`src/hdl/assert_macros.svh`:
```
// assertion helpers included by the scheduler rtl
// every check is sampled on the rising clock and is off while reset is high
`ifndef ASSERT_MACROS_SVH
`define ASSERT_MACROS_SVH

// property that must hold at every sampled edge
`define ASSERT_ALWAYS(label, expr, msg) \
   label: assert property (@(posedge clock) disable iff (reset) (expr)) else $error(msg);

// antecedent in one cycle requires the consequent in the same cycle
`define ASSERT_IMPLIES(label, ante, cons, msg) \
   label: assert property (@(posedge clock) disable iff (reset) (ante) |-> (cons)) \
      else $error(msg);

`endif

```
`src/hdl/psrrs_pkg.sv`:
```
// ----------------------------------------------------------------------------
// psrrs_pkg
// Types and codes of the round-robin task slot scheduler.
// ----------------------------------------------------------------------------
package psrrs_pkg;

   localparam int REQ_TYPE_W  = 3;
   localparam int TARGET_W    = 6;
   localparam int RSP_SLOT_W  = 4;

   // request codes, the remaining code is rejected as a bad target
   typedef enum logic [REQ_TYPE_W-1:0] {
      REQ_SCHEDULE = 3'd0,
      REQ_SPAWN    = 3'd1,
      REQ_REVIVE   = 3'd2,
      REQ_KILL     = 3'd3,
      REQ_AWAKEN   = 3'd4,
      REQ_WAIT     = 3'd5,
      REQ_EXIT     = 3'd6
   } req_code_type;

   typedef enum logic [2:0] {
      ST_FREE     = 3'd0,
      ST_READY    = 3'd1,
      ST_RUNNING  = 3'd2,
      ST_WAITING  = 3'd3,
      ST_ZOMBIE   = 3'd4,
      ST_FINISHED = 3'd5
   } slot_state_type;

   typedef enum logic [1:0] {
      RC_OK         = 2'd0,
      RC_NO_SLOT    = 2'd1,
      RC_BAD_TARGET = 2'd2,
      RC_NO_READY   = 2'd3
   } status_code_type;

   typedef enum logic [1:0] {
      SCAN_PICK,
      SCAN_FREE,
      SCAN_REVIVE
   } scan_mode_type;

   typedef enum logic [2:0] {
      S_IDLE,
      S_DEMOTE_RD,
      S_DEMOTE,
      S_TGT_RD,
      S_TGT,
      S_SCAN,
      S_DONE
   } seq_state_type;

endpackage

```
`src/hdl/psrrs_req_if.sv`:
```
// ----------------------------------------------------------------------------
// psrrs_req_if
// Request channel of the scheduler: valid/ready plus request code and target.
// ----------------------------------------------------------------------------
interface psrrs_req_if
   import psrrs_pkg::*;
   ();
   logic                  valid;
   logic                  ready;
   logic [REQ_TYPE_W-1:0] req_type;
   logic [TARGET_W-1:0]   target_slot;

   modport source (output valid, output req_type, output target_slot, input ready);
   modport sink   (input valid, input req_type, input target_slot, output ready);
endinterface

```
`src/hdl/psrrs_rsp_if.sv`:
```
// ----------------------------------------------------------------------------
// psrrs_rsp_if
// Result channel of the scheduler: valid/ready plus status and slot fields.
// ----------------------------------------------------------------------------
interface psrrs_rsp_if
   import psrrs_pkg::*;
   ();
   logic                  valid;
   logic                  ready;
   logic [1:0]            status_code;
   logic [RSP_SLOT_W-1:0] chosen_slot;
   logic                  current_valid;
   logic [RSP_SLOT_W-1:0] current_slot_out;

   modport source (output valid, output status_code, output chosen_slot,
                   output current_valid, output current_slot_out, input ready);
   modport sink   (input valid, input status_code, input chosen_slot,
                   input current_valid, input current_slot_out, output ready);
endinterface

```
`src/hdl/process_slot_round_robin_scheduler.sv`:
```
// ----------------------------------------------------------------------------
// process_slot_round_robin_scheduler
// Task slot table with round-robin scheduling, spawn, revive, kill, awaken,
// wait and exit requests. One slot table read port is walked by a sequencer.
// ----------------------------------------------------------------------------
//
//   channel   dir   handshake          payload
//   req_ch    in    valid / ready      req_type, target_slot
//   rsp_ch    out   valid / ready      status_code, chosen_slot,
//                                      current_valid, current_slot_out
//
// a reject goes from idle straight to done; awaken and kill first read the target
// (tgt_rd, tgt) and a schedule with a current task demotes it (demote_rd, demote)
// before any scan; done registers the result and returns to idle, where ready is high
// the scan reads one table entry per cycle through the single read port
// synchronous reset clears the sequencer, the current task and the slot valid bits
// a stalled result holds the sequencer in done until the output register frees
`include "assert_macros.svh"

module process_slot_round_robin_scheduler
   import psrrs_pkg::*;
#(
   parameter int SLOT_COUNT = 16
) (
   input  logic         clock,
   input  logic         reset,
   psrrs_req_if.sink    req_ch,
   psrrs_rsp_if.source  rsp_ch
);

   localparam int SlotW    = (SLOT_COUNT > 2) ? $clog2(SLOT_COUNT) : 1;
   localparam int CntW     = $clog2(SLOT_COUNT + 1);
   localparam int TgtCmpW  = TARGET_W + 1;
   localparam int ExtW     = (SlotW > RSP_SLOT_W) ? SlotW : RSP_SLOT_W;

   // slot table memory with per-slot valid bits
   slot_state_type         slot_mem [SLOT_COUNT];
   logic [SLOT_COUNT-1:0]  slot_vld_ff;
   slot_state_type         rd_data_ff;
   logic                   rd_vld_ff;
   slot_state_type         rd_state;
   logic [SlotW-1:0]       rd_addr;
   logic                   we;
   logic [SlotW-1:0]       wr_addr;
   slot_state_type         wr_data;

   seq_state_type          state_ff, state_in;
   logic [REQ_TYPE_W-1:0]  req_code_ff, req_code_in;
   logic [TARGET_W-1:0]    target_ff, target_in;
   scan_mode_type          mode_ff, mode_in;
   logic [SlotW-1:0]       pos_ff, pos_in;
   logic [SlotW-1:0]       pos_d_ff, pos_d_in;
   logic [CntW-1:0]        cnt_ff, cnt_in;
   logic                   check_ff, check_in;
   logic [SlotW-1:0]       cur_ff, cur_in;
   logic                   has_cur_ff, has_cur_in;
   status_code_type        rc_ff, rc_in;
   logic                   claimed_ff, claimed_in;
   logic [SlotW-1:0]       claim_ff, claim_in;

   logic                   rsp_valid_ff, rsp_valid_in;
   status_code_type        rsp_status_ff, rsp_status_in;
   logic [RSP_SLOT_W-1:0]  rsp_chosen_ff, rsp_chosen_in;
   logic                   rsp_cur_valid_ff, rsp_cur_valid_in;
   logic [RSP_SLOT_W-1:0]  rsp_cur_ff, rsp_cur_in;

   logic [SlotW-1:0]       start_pick;
   logic [SlotW-1:0]       pos_next;
   logic [SlotW-1:0]       tgt_idx;
   logic                   tgt_range_bad;
   logic                   tgt_is_cur;
   logic                   hit;
   logic [SlotW-1:0]       cur_shown;
   logic [ExtW-1:0]        cur_ext;
   logic [ExtW-1:0]        chosen_ext;

   assign rd_state      = rd_vld_ff ? rd_data_ff : ST_FREE;
   assign start_pick    = !has_cur_ff ? '0 :
                          (cur_ff == SlotW'(SLOT_COUNT - 1)) ? '0 : SlotW'(cur_ff + 1'b1);
   assign pos_next      = (pos_ff == SlotW'(SLOT_COUNT - 1)) ? '0 : SlotW'(pos_ff + 1'b1);
   assign tgt_idx       = target_ff[SlotW-1:0];
   assign tgt_range_bad = {1'b0, req_ch.target_slot} >= TgtCmpW'(SLOT_COUNT);
   assign tgt_is_cur    = has_cur_ff && (target_ff == TARGET_W'(cur_ff));
   assign cur_shown     = has_cur_ff ? cur_ff : '0;
   assign cur_ext       = ExtW'(cur_shown);
   assign chosen_ext    = claimed_ff ? ExtW'(claim_ff) : cur_ext;

   always_comb begin
      case (mode_ff)
         SCAN_PICK:   hit = (rd_state == ST_READY);
         SCAN_FREE:   hit = (rd_state == ST_FREE);
         SCAN_REVIVE: hit = (rd_state == ST_ZOMBIE) || (rd_state == ST_FINISHED);
         default:     hit = 1'b0;
      endcase
   end

   assign req_ch.ready            = (state_ff == S_IDLE);
   assign rsp_ch.valid            = rsp_valid_ff;
   assign rsp_ch.status_code      = rsp_status_ff;
   assign rsp_ch.chosen_slot      = rsp_chosen_ff;
   assign rsp_ch.current_valid    = rsp_cur_valid_ff;
   assign rsp_ch.current_slot_out = rsp_cur_ff;

   // sequencer: next state, table access and result
   always_comb begin
      state_in         = state_ff;
      req_code_in      = req_code_ff;
      target_in        = target_ff;
      mode_in          = mode_ff;
      pos_in           = pos_ff;
      pos_d_in         = pos_d_ff;
      cnt_in           = cnt_ff;
      check_in         = check_ff;
      cur_in           = cur_ff;
      has_cur_in       = has_cur_ff;
      rc_in            = rc_ff;
      claimed_in       = claimed_ff;
      claim_in         = claim_ff;
      rsp_valid_in     = rsp_valid_ff && !rsp_ch.ready;
      rsp_status_in    = rsp_status_ff;
      rsp_chosen_in    = rsp_chosen_ff;
      rsp_cur_valid_in = rsp_cur_valid_ff;
      rsp_cur_in       = rsp_cur_ff;
      rd_addr          = pos_ff;
      we               = 1'b0;
      wr_addr          = cur_ff;
      wr_data          = ST_READY;

      unique case (state_ff)
         S_IDLE: begin
            if (req_ch.valid) begin
               req_code_in = req_ch.req_type;
               target_in   = req_ch.target_slot;
               claimed_in  = 1'b0;
               rc_in       = RC_OK;
               cnt_in      = '0;
               check_in    = 1'b0;
               mode_in     = SCAN_PICK;
               pos_in      = start_pick;
               unique case (req_ch.req_type) inside
                  REQ_SCHEDULE: begin
                     state_in = has_cur_ff ? S_DEMOTE_RD : S_SCAN;
                  end
                  REQ_SPAWN, REQ_REVIVE: begin
                     mode_in  = (req_ch.req_type == REQ_REVIVE) ? SCAN_REVIVE : SCAN_FREE;
                     pos_in   = '0;
                     state_in = S_SCAN;
                  end
                  REQ_KILL, REQ_AWAKEN: begin
                     if (tgt_range_bad) begin
                        rc_in    = RC_BAD_TARGET;
                        state_in = S_DONE;
                     end else begin
                        state_in = S_TGT_RD;
                     end
                  end
                  REQ_WAIT, REQ_EXIT: begin
                     if (!has_cur_ff) begin
                        rc_in    = RC_BAD_TARGET;
                        state_in = S_DONE;
                     end else begin
                        // current slot leaves running, so no demote is needed
                        we       = 1'b1;
                        wr_addr  = cur_ff;
                        wr_data  = (req_ch.req_type == REQ_WAIT) ? ST_WAITING : ST_FINISHED;
                        state_in = S_SCAN;
                     end
                  end
                  default: begin
                     rc_in    = RC_BAD_TARGET;
                     state_in = S_DONE;
                  end
               endcase
            end
         end
         S_DEMOTE_RD: begin
            rd_addr  = cur_ff;
            state_in = S_DEMOTE;
         end
         S_DEMOTE: begin
            if (rd_state == ST_RUNNING) begin
               we      = 1'b1;
               wr_addr = cur_ff;
               wr_data = ST_READY;
            end
            state_in = S_SCAN;
         end
         S_TGT_RD: begin
            rd_addr  = tgt_idx;
            state_in = S_TGT;
         end
         S_TGT: begin
            wr_addr = tgt_idx;
            if (req_code_ff == REQ_KILL) begin
               if (rd_state == ST_ZOMBIE || rd_state == ST_FINISHED) begin
                  rc_in    = RC_BAD_TARGET;
                  state_in = S_DONE;
               end else begin
                  we      = 1'b1;
                  wr_data = ST_ZOMBIE;
                  if (tgt_is_cur) begin
                     // killed the running task: reschedule from the next slot
                     mode_in  = SCAN_PICK;
                     pos_in   = start_pick;
                     state_in = S_SCAN;
                  end else begin
                     state_in = S_DONE;
                  end
               end
            end else begin
               if (rd_state != ST_WAITING) begin
                  rc_in = RC_BAD_TARGET;
               end else begin
                  we      = 1'b1;
                  wr_data = ST_READY;
               end
               state_in = S_DONE;
            end
         end
         S_SCAN: begin
            rd_addr = pos_ff;
            // read data arrives in the cycle after its address, so judge pos_d_ff
            if (check_ff && hit) begin
               we      = 1'b1;
               wr_addr = pos_d_ff;
               rc_in   = RC_OK;
               if (mode_ff == SCAN_PICK) begin
                  wr_data    = ST_RUNNING;
                  cur_in     = pos_d_ff;
                  has_cur_in = 1'b1;
               end else begin
                  wr_data    = ST_READY;
                  claimed_in = 1'b1;
                  claim_in   = pos_d_ff;
               end
               state_in = S_DONE;
            end else if (cnt_ff == CntW'(SLOT_COUNT)) begin
               if (mode_ff == SCAN_PICK) begin
                  has_cur_in = 1'b0;
                  rc_in      = RC_NO_READY;
               end else begin
                  rc_in      = RC_NO_SLOT;
               end
               state_in = S_DONE;
            end else begin
               pos_in   = pos_next;
               pos_d_in = pos_ff;
               cnt_in   = CntW'(cnt_ff + 1'b1);
               check_in = 1'b1;
            end
         end
         S_DONE: begin
            if (!rsp_valid_ff || rsp_ch.ready) begin
               rsp_valid_in     = 1'b1;
               rsp_status_in    = rc_ff;
               rsp_chosen_in    = chosen_ext[RSP_SLOT_W-1:0];
               rsp_cur_valid_in = has_cur_ff;
               rsp_cur_in       = cur_ext[RSP_SLOT_W-1:0];
               state_in         = S_IDLE;
            end
         end
         default: begin
            state_in = S_IDLE;
         end
      endcase
   end

   always_ff @(posedge clock) begin
      if (we) begin
         slot_mem[wr_addr] <= wr_data;
      end
      rd_data_ff <= slot_mem[rd_addr];
      rd_vld_ff  <= slot_vld_ff[rd_addr];
   end

   always_ff @(posedge clock) begin
      if (reset) begin
         slot_vld_ff <= '0;
      end else if (we) begin
         slot_vld_ff[wr_addr] <= 1'b1;
      end
   end

   always_ff @(posedge clock) begin
      if (reset) begin
         state_ff     <= S_IDLE;
         cur_ff       <= '0;
         has_cur_ff   <= 1'b0;
         cnt_ff       <= '0;
         check_ff     <= 1'b0;
         rsp_valid_ff <= 1'b0;
      end else begin
         state_ff     <= state_in;
         cur_ff       <= cur_in;
         has_cur_ff   <= has_cur_in;
         cnt_ff       <= cnt_in;
         check_ff     <= check_in;
         rsp_valid_ff <= rsp_valid_in;
      end
   end

   always_ff @(posedge clock) begin
      req_code_ff      <= req_code_in;
      target_ff        <= target_in;
      mode_ff          <= mode_in;
      pos_ff           <= pos_in;
      pos_d_ff         <= pos_d_in;
      rc_ff            <= rc_in;
      claimed_ff       <= claimed_in;
      claim_ff         <= claim_in;
      rsp_status_ff    <= rsp_status_in;
      rsp_chosen_ff    <= rsp_chosen_in;
      rsp_cur_valid_ff <= rsp_cur_valid_in;
      rsp_cur_ff       <= rsp_cur_in;
   end

   `ASSERT_IMPLIES(a_rsp_from_done, $rose(rsp_valid_ff), $past(state_ff) == S_DONE,
                   "result raised outside done")
   `ASSERT_ALWAYS(a_scan_bound, cnt_ff <= CntW'(SLOT_COUNT), "scan counter past slot count")
   `ASSERT_IMPLIES(a_current_running, (state_ff == S_IDLE) && has_cur_ff,
                   slot_vld_ff[cur_ff] && (slot_mem[cur_ff] == ST_RUNNING),
                   "current slot not running while idle")

endmodule
```
`src/flat_wrapper.sv`:
```
// flat-port wrapper written by rule: the top's interface ports become plain ports
module process_slot_round_robin_scheduler_flat import psrrs_pkg::*;
#(
   parameter int SLOT_COUNT = 16
)
  (clock, reset, req_ch_valid, req_ch_req_type, req_ch_target_slot, req_ch_ready, rsp_ch_valid, rsp_ch_status_code, rsp_ch_chosen_slot, rsp_ch_current_valid, rsp_ch_current_slot_out, rsp_ch_ready);
  psrrs_req_if req_ch_i ();
  psrrs_rsp_if rsp_ch_i ();
  input  logic clock;
  input  logic reset;
  input wire logic [$bits(req_ch_i.valid)-1:0] req_ch_valid;
  input wire logic [$bits(req_ch_i.req_type)-1:0] req_ch_req_type;
  input wire logic [$bits(req_ch_i.target_slot)-1:0] req_ch_target_slot;
  output wire logic [$bits(req_ch_i.ready)-1:0] req_ch_ready;
  output wire logic [$bits(rsp_ch_i.valid)-1:0] rsp_ch_valid;
  output wire logic [$bits(rsp_ch_i.status_code)-1:0] rsp_ch_status_code;
  output wire logic [$bits(rsp_ch_i.chosen_slot)-1:0] rsp_ch_chosen_slot;
  output wire logic [$bits(rsp_ch_i.current_valid)-1:0] rsp_ch_current_valid;
  output wire logic [$bits(rsp_ch_i.current_slot_out)-1:0] rsp_ch_current_slot_out;
  input wire logic [$bits(rsp_ch_i.ready)-1:0] rsp_ch_ready;
  assign req_ch_i.valid = req_ch_valid;
  assign req_ch_i.req_type = req_ch_req_type;
  assign req_ch_i.target_slot = req_ch_target_slot;
  assign req_ch_ready = req_ch_i.ready;
  assign rsp_ch_valid = rsp_ch_i.valid;
  assign rsp_ch_status_code = rsp_ch_i.status_code;
  assign rsp_ch_chosen_slot = rsp_ch_i.chosen_slot;
  assign rsp_ch_current_valid = rsp_ch_i.current_valid;
  assign rsp_ch_current_slot_out = rsp_ch_i.current_slot_out;
  assign rsp_ch_i.ready = rsp_ch_ready;
  process_slot_round_robin_scheduler #(.SLOT_COUNT(SLOT_COUNT)) u_core (.clock(clock), .reset(reset), .req_ch(req_ch_i), .rsp_ch(rsp_ch_i));
endmodule
```
`config.mk`:
```
export PLATFORM = sky130hd
export DESIGN_NAME = process_slot_round_robin_scheduler_flat
export DESIGN_NICKNAME = d
export VERILOG_FILES = /design/src/hdl/psrrs_pkg.sv /design/src/hdl/psrrs_req_if.sv /design/src/hdl/psrrs_rsp_if.sv /design/src/hdl/process_slot_round_robin_scheduler.sv /design/src/flat_wrapper.sv
export VERILOG_INCLUDE_DIRS = /design/src /design/src/hdl
export SDC_FILE = /design/constraint.sdc
export NUM_CORES = 1
export LEC_CHECK = 0
export ABC_AREA = 1
export BUFFER_PORTS_ARGS = -buffer_cell sky130_fd_sc_hd__clkbuf_2
export CAP_MARGIN = 20
export CORE_MARGIN = 1
export CORE_UTILIZATION = 25
export CTS_CLUSTER_SIZE = 28
export DETAILED_ROUTE_END_ITERATION = 8
export HOLD_SLACK_MARGIN = 0.15
export PLACE_DENSITY_LB_ADDON = 0.05
export SLEW_MARGIN = 40
export SYNTH_ARGS = -nofsm -noshare
export SYNTH_HDL_FRONTEND = slang
export SYNTH_SLANG_ARGS = --single-unit
```
`constraint.sdc`:
```
create_clock -name clock -period 2.3 [get_ports clock]
set_clock_uncertainty 0.2 [all_clocks]
set_input_delay 0.23 -clock clock [delete_from_list [all_inputs] [get_ports clock]]
set_output_delay 0.23 -clock clock [all_outputs]
set_load 0.01 [all_outputs]
```
Yosys cells after proc, flatten, opt, wreduce, memory -nomap -nowiden --
Memory sizes are Yosys's and may differ from the RTL's. A register that Yosys moved wholly into a read port is not among the register bits. Cells that the tools add are included.
Storage, ports and cells: RAM bits 48, register bits after elaboration 69, output and inout port bits 13, memories 1
Cells by class: magnitude comparators 4, reductions and logical operators 32, eq/ne operators 36, add/subtract/negate cells 3, mux-type cells 89, bitwise operators 4
Memories:
- u_core.slot_mem | words 16, bits a word 3, rd ports 1, clocked after Yosys merged registers in 1, write ports 1, line process_slot_round_robin_scheduler.sv:37 | slot_state_type slot_mem [SLOT_COUNT];
Operators with widths (count):
- $mux W4 | 13
- $mux W3 | 16
- $mux W2 | 18
- $eq A3 B3 Y1 const B | 8
- $mux W1 | 23
- $pmux W3 S7 | 1
- $eq A3 B2 Y1 const B | 6
- $or A16 B16 Y16 | 1
- $pmux W4 S2 | 2
- $mux W5 | 3
- $reduce_and A3 Y1 | 5
- $pmux W2 S3 | 2
- $pmux W3 S4 | 1
- $pmux W4 S3 | 1
- $lt A4 B5 Y1 const B | 2
- $ne A2 B2 Y1 const B | 5
- $pmux W5 S2 | 1
- $reduce_and A5 Y1 | 2
- $eq A3 B1 Y1 const B | 3
- $logic_not A3 Y1 | 3
- $pmux W3 S3 | 1
- $add A4 B1 Y4 const B | 2
- $eq A4 B4 Y1 const B | 2
- $ne A2 B1 Y1 const B | 4
- other kinds (27) | 43

Logic depth before layout (Yosys ltp) --
word-level depth 12, mapped depth 14, depth with buffers taken out 14

Worst setup path after synthesis --
OpenSTA, ideal clock, no wires.
path type flip-flop to flip-flop, from reg u_core.state_ff[2], to mem u_core.slot_mem[13][0] in the netlist's numbering (enable), library setup time 0.299 ns, arrival time 1.515 ns, required time 1.801 ns, path slack 0.286 ns, buffers on the path 0, stages on the path, launching flop included 10, path through dfxtp_1 nor3_2 nand2_2 nor2_1 nor2_1 nand2_2 nand3_2 nor2_2 nand2_1 inv_1
On the way: cells in the longest elaborated chain, start to end 4, elaborated cells on any way between the ends 8, those cells by class eq/ne (3); mux (4); reduce/logical (1)
RTL lines:
- from (decl) | line process_slot_round_robin_scheduler.sv:47 | seq_state_type state_ff, state_in;
- from (signal assigned) | line process_slot_round_robin_scheduler.sv:293 | state_ff <= state_in;
- $logic_not A3 Y1
- net req_ch_ready | line flat_wrapper.sv:14 | output wire logic [$bits(req_ch_i.ready)-1:0] req_ch_ready;
- $pmux W1 S4 | line process_slot_round_robin_scheduler.sv:129 | unique case (state_ff)
- $mux W1 | line process_slot_round_robin_scheduler.sv:269 | if (we) begin
- $mux W1 (implied by the code) | line process_slot_round_robin_scheduler.sv:270 | slot_mem[wr_addr] <= wr_data;
- to (decl) | line process_slot_round_robin_scheduler.sv:37
The timed path passes the listed nets, and every way through them passes these cells.

Worst setup path in the final report --
from reg u_core.mode_ff[0], to mem u_core.slot_mem[8][1] in the netlist's numbering (enable)
On the way: cells in the longest elaborated chain, start to end 7, elaborated cells on any way between the ends 11, those cells by class eq/ne (2); mux (7); reduce/logical (2)
RTL lines:
- from (decl) | line process_slot_round_robin_scheduler.sv:50 | scan_mode_type mode_ff, mode_in;
- from (signal assigned) | line process_slot_round_robin_scheduler.sv:305 | mode_ff <= mode_in;
- $eq A2 B2 Y1 (tied with other cells) | line process_slot_round_robin_scheduler.sv:89 | case (mode_ff)
- $pmux W1 S3 * | line process_slot_round_robin_scheduler.sv:89
- $logic_and A1 B1 Y1 * | line process_slot_round_robin_scheduler.sv:223 | if (check_ff && hit) begin
- $mux W1 | line process_slot_round_robin_scheduler.sv:223
- $pmux W1 S4 | line process_slot_round_robin_scheduler.sv:129
- $mux W1 | line process_slot_round_robin_scheduler.sv:269
- $mux W1 (implied by the code) | line process_slot_round_robin_scheduler.sv:270
Every way passes the cells marked *; elsewhere a longest branch is shown, timed or not.

==> flow_metrics.py <==
metrics = {
    "sta": {
        "rsz0062_at_grt": "true",
        "tns_ns": 0,
        "worst_slew_pin_slew_ns": 0.456,
        "slew_violations": 0,
        "setup_viol_count_final": 0,
        "slew_headroom": 0.696,
        "min_period_over_period": 0.960,
        "fmax_mhz": 453,
        "period_needed_ns": 2.21,
        "hold_viol": 0,
    },
    "synth": {
        "synthesis.area_sq_mm": 0.00560,
        "synth_edf_count": 85,
        "synthFlopType": "edfxtp_1",
        "synth-async-reset-ratio": 0,
        "syn-instance-count": 583,
        "ys_ff_latch": 120,
        "syn_area_per_cell_sq_um": 9.61,
        "synth_nets": 600,
        "synthDistinctLibCells": 40,
        "yosysSeqAreaShare": 0.581,
        "yosysWarningCount": 0,
    },
    "finish": {
        "fin_nets": 708,
        "drive_above_1_share": 0.297,
        "finalInstanceArea_sq_mm": 0.00734,
        "syn_to_final_growth_pct": 31.0,
        "diodes": 0,
        "final_util": 0.335,
        "final_cell_mix": "edfxtp_1 (85), nand2_1 (75), inv_1 (62), buf_4 (62), nor2_1 (53)",
        "final_common_cell": "edfxtp_1",
    },
    "clock_network": {
        "cts_sinks": 120,
        "htree_levels": 4,
        "path_clk_slew_ns": 0.06,
        "cts_tree": "yes",
        "clockBufferDepth": 2,
        "cts_root_buf": "clkbuf_16",
        "clock_latency_ns": 0.42,
        "cts_buffers": 17,
    },
    "critical_path": {
        "crit_chain": "inv_2, nand3_2, nand2_2, nand2_2, nand2_4, nand2_8, nand2_8, nand2_8, nand2_4, nand3_4, nor2_4, nand2_2, inv_2",
        "critPathLaunchType": "flip-flop",
        "critPathMaxStageDelay_ns": 0.44,
        "crit_family": "simple AND/OR/NAND/NOR gates",
        "reg2reg_slack_ns": 0.09,
        "arrival_ns": 2.14,
        "slowest_stage": "edfxtp_1",
        "crit_type": "flip-flop to flip-flop",
        "critPathBufInv": 2,
        "worstPathMaxFanout": 5,
        "worstSetupEndpointType": "flip-flop",
        "cp_data_required_time_ns": 2.23,
    },
    "power": {
        "p_total_mw": 8.85,
        "max-vdd-ir-drop_v": 0.000541,
        "p_leak_nw": 2.88,
        "cellPowerDensity_mw_per_mm2": 1210,
    },
    "place": {
        "port_buffers": 25,
        "place_congestion": 0.892,
        "dpl.hpwl_um": 12300,
        "place_area_sq_mm": 0.00651,
    },
    "global_routing": {
        "grt_pass1_wl_um": 25300,
        "grt_util_all_layers": 0.155,
        "grt-ovfl-total": 0,
        "grt_max_degree": 33,
        "antenna_found_initial": 0,
        "grt_pass1_vias": 4348,
    },
    "job": {
        "cap_violations": 0,
    },
    "detailed_routing": {
        "ant_nets": 0,
        "vias": 4298,
        "drc_errors": 0,
        "wl_um": 16600,
        "drt_iter0_markers": 227,
        "wl_per_cell_um": 16.9,
        "dr.pass1.iters": 4,
        "routed_via_density": 4.37,
    },
    "die": {
        "core_area_sq_mm": 0.0219,
        "initial_utilization": 0.256,
        "die_area_sq_mm": 0.0230,
        "io-pin-count": 26,
        "die_w_um": 152,
        "die_h_um": 152,
        "core.rowCount": 54,
    },
    "status": {
        "outcome": "finished, final reports clean",
    },
    "hold_path": {
        "hold_path.class": "flip-flop to flip-flop",
    },
}
[cell families after synthesis]
family / after synthesis / share of synthesized area
AND/OR/NAND/NOR: 247 / 0.219
multiplexers: 1 / 0.00179
XOR/XNOR: 5 / 0.00782
buffers and inverters: 103 / 0.0737
adder cells (fa/ha/maj): 4 / 0.00893
AO/OA/AOI/OAI: 103 / 0.108
flip-flops: 120 / 0.581
[layer usage]
layer  vias up  global-route usage  wire length, um
li1       2175                   -                -
met1      2037               0.220             8650
met2        78               0.232             7240
met3         8              0.0332              603
met4         0              0.0500              131
met5         -                   0                0
[cell type report]
| type | count | area [sq um] |
|---|---|---|
| clock buffer | 21 | 440 |
| clock inverter | 11 | 77.6 |
| fill | 2271 | 14600 |
| inverter | 87 | 337 |
| multi-input combinational | 360 | 2070 |
| sequential | 120 | 3260 |
| tap | 280 | 350 |
| timing repair buffer | 105 | 812 |
[what timing repair did]
action,CTS,global route
pin swaps,0,9
setup buffers,0,3
endpoints found under the hold margin,23,0
hold buffers,13,0
endpoints found under the setup margin,12,69
resized for setup,5,50
[power breakdown]
group,switching (mW),internal [mW]
Sequential,0.214,2.71
Clock,1.00,1.37
Combinational,2.23,1.33
Total,3.45,5.41
[per-stage QoR]
stage / std cells / hold WS, ns / setup slack (ns)
after floorplan: 583 / 0.0924 / 0.286
after global placement: 936 / 0.204 / 0.0112
after detailed placement: 936 / 0.208 / 0.00357
after CTS: 981 / 0.221 / 0.00701
after global routing: 984 / 0.227 / -0.0416
final: 984 / 0.220 / 0.0931
[worst register-to-register path, cell delays in order (launching register included)]
cell	delay, ns
edfxtp_1	0.44
inv_2	0.10
nand3_2	0.06
nand2_2	0.07
nand2_2	0.06
nand2_4	0.12
nand2_8	0.10
nand2_8	0.09
nand2_8	0.07
nand2_4	0.10
nand3_4	0.09
nor2_4	0.20
nand2_2	0.13
inv_2	0.10
[registers in the layout, indices dropped and copies added (netlist names), 2 cells and up]
register	count
u_core.pos_ff	4
u_core.req_code_ff	3
u_core.cur_ff	4
u_core.rsp_ch.chosen_slot	4
u_core.mode_ff	2
u_core.cnt_ff	5
u_core.target_ff	6
u_core.rd_data_ff	3
u_core.rc_ff	2
u_core.rsp_ch.current_slot_out	4
u_core.slot_vld_ff	16
u_core.claim_ff	4
u_core.rsp_ch.status_code	2
u_core.state_ff	3
u_core.slot_mem	48
u_core.pos_d_ff	4
[cell usage after synthesis, types with 10 or more instances]
library cell	n	area (sq um)
inv_1	80	300
o211ai_1	17	128
nor2_1	54	203
nand2_2	12	75.1
nand2_1	86	323
a21oi_1	33	165
edfxtp_1	85	2550
o21ai_0	32	160
nand3_1	38	190
buf_2	11	55.1
dfxtp_1	35	701
or2_0	10	62.6
[worst paths after layout]
check	from	endpoint	depth (start not counted)
max	u_core.mode_ff[0]$_SDFFCE_PP0P_	u_core.slot_mem[8][1]$_DFFE_PP_	13
min	u_core.rc_ff[0]$_DFFE_PP_	u_core.rsp_ch.status_code[0]$_DFFE_PP_	0
max reg2reg	u_core.mode_ff[0]$_SDFFCE_PP0P_	u_core.slot_mem[8][1]$_DFFE_PP_	13
min reg2reg	u_core.rc_ff[0]$_DFFE_PP_	u_core.rsp_ch.status_code[0]$_DFFE_PP_	0
No activity file was read; power rests on OpenSTA's default activity.
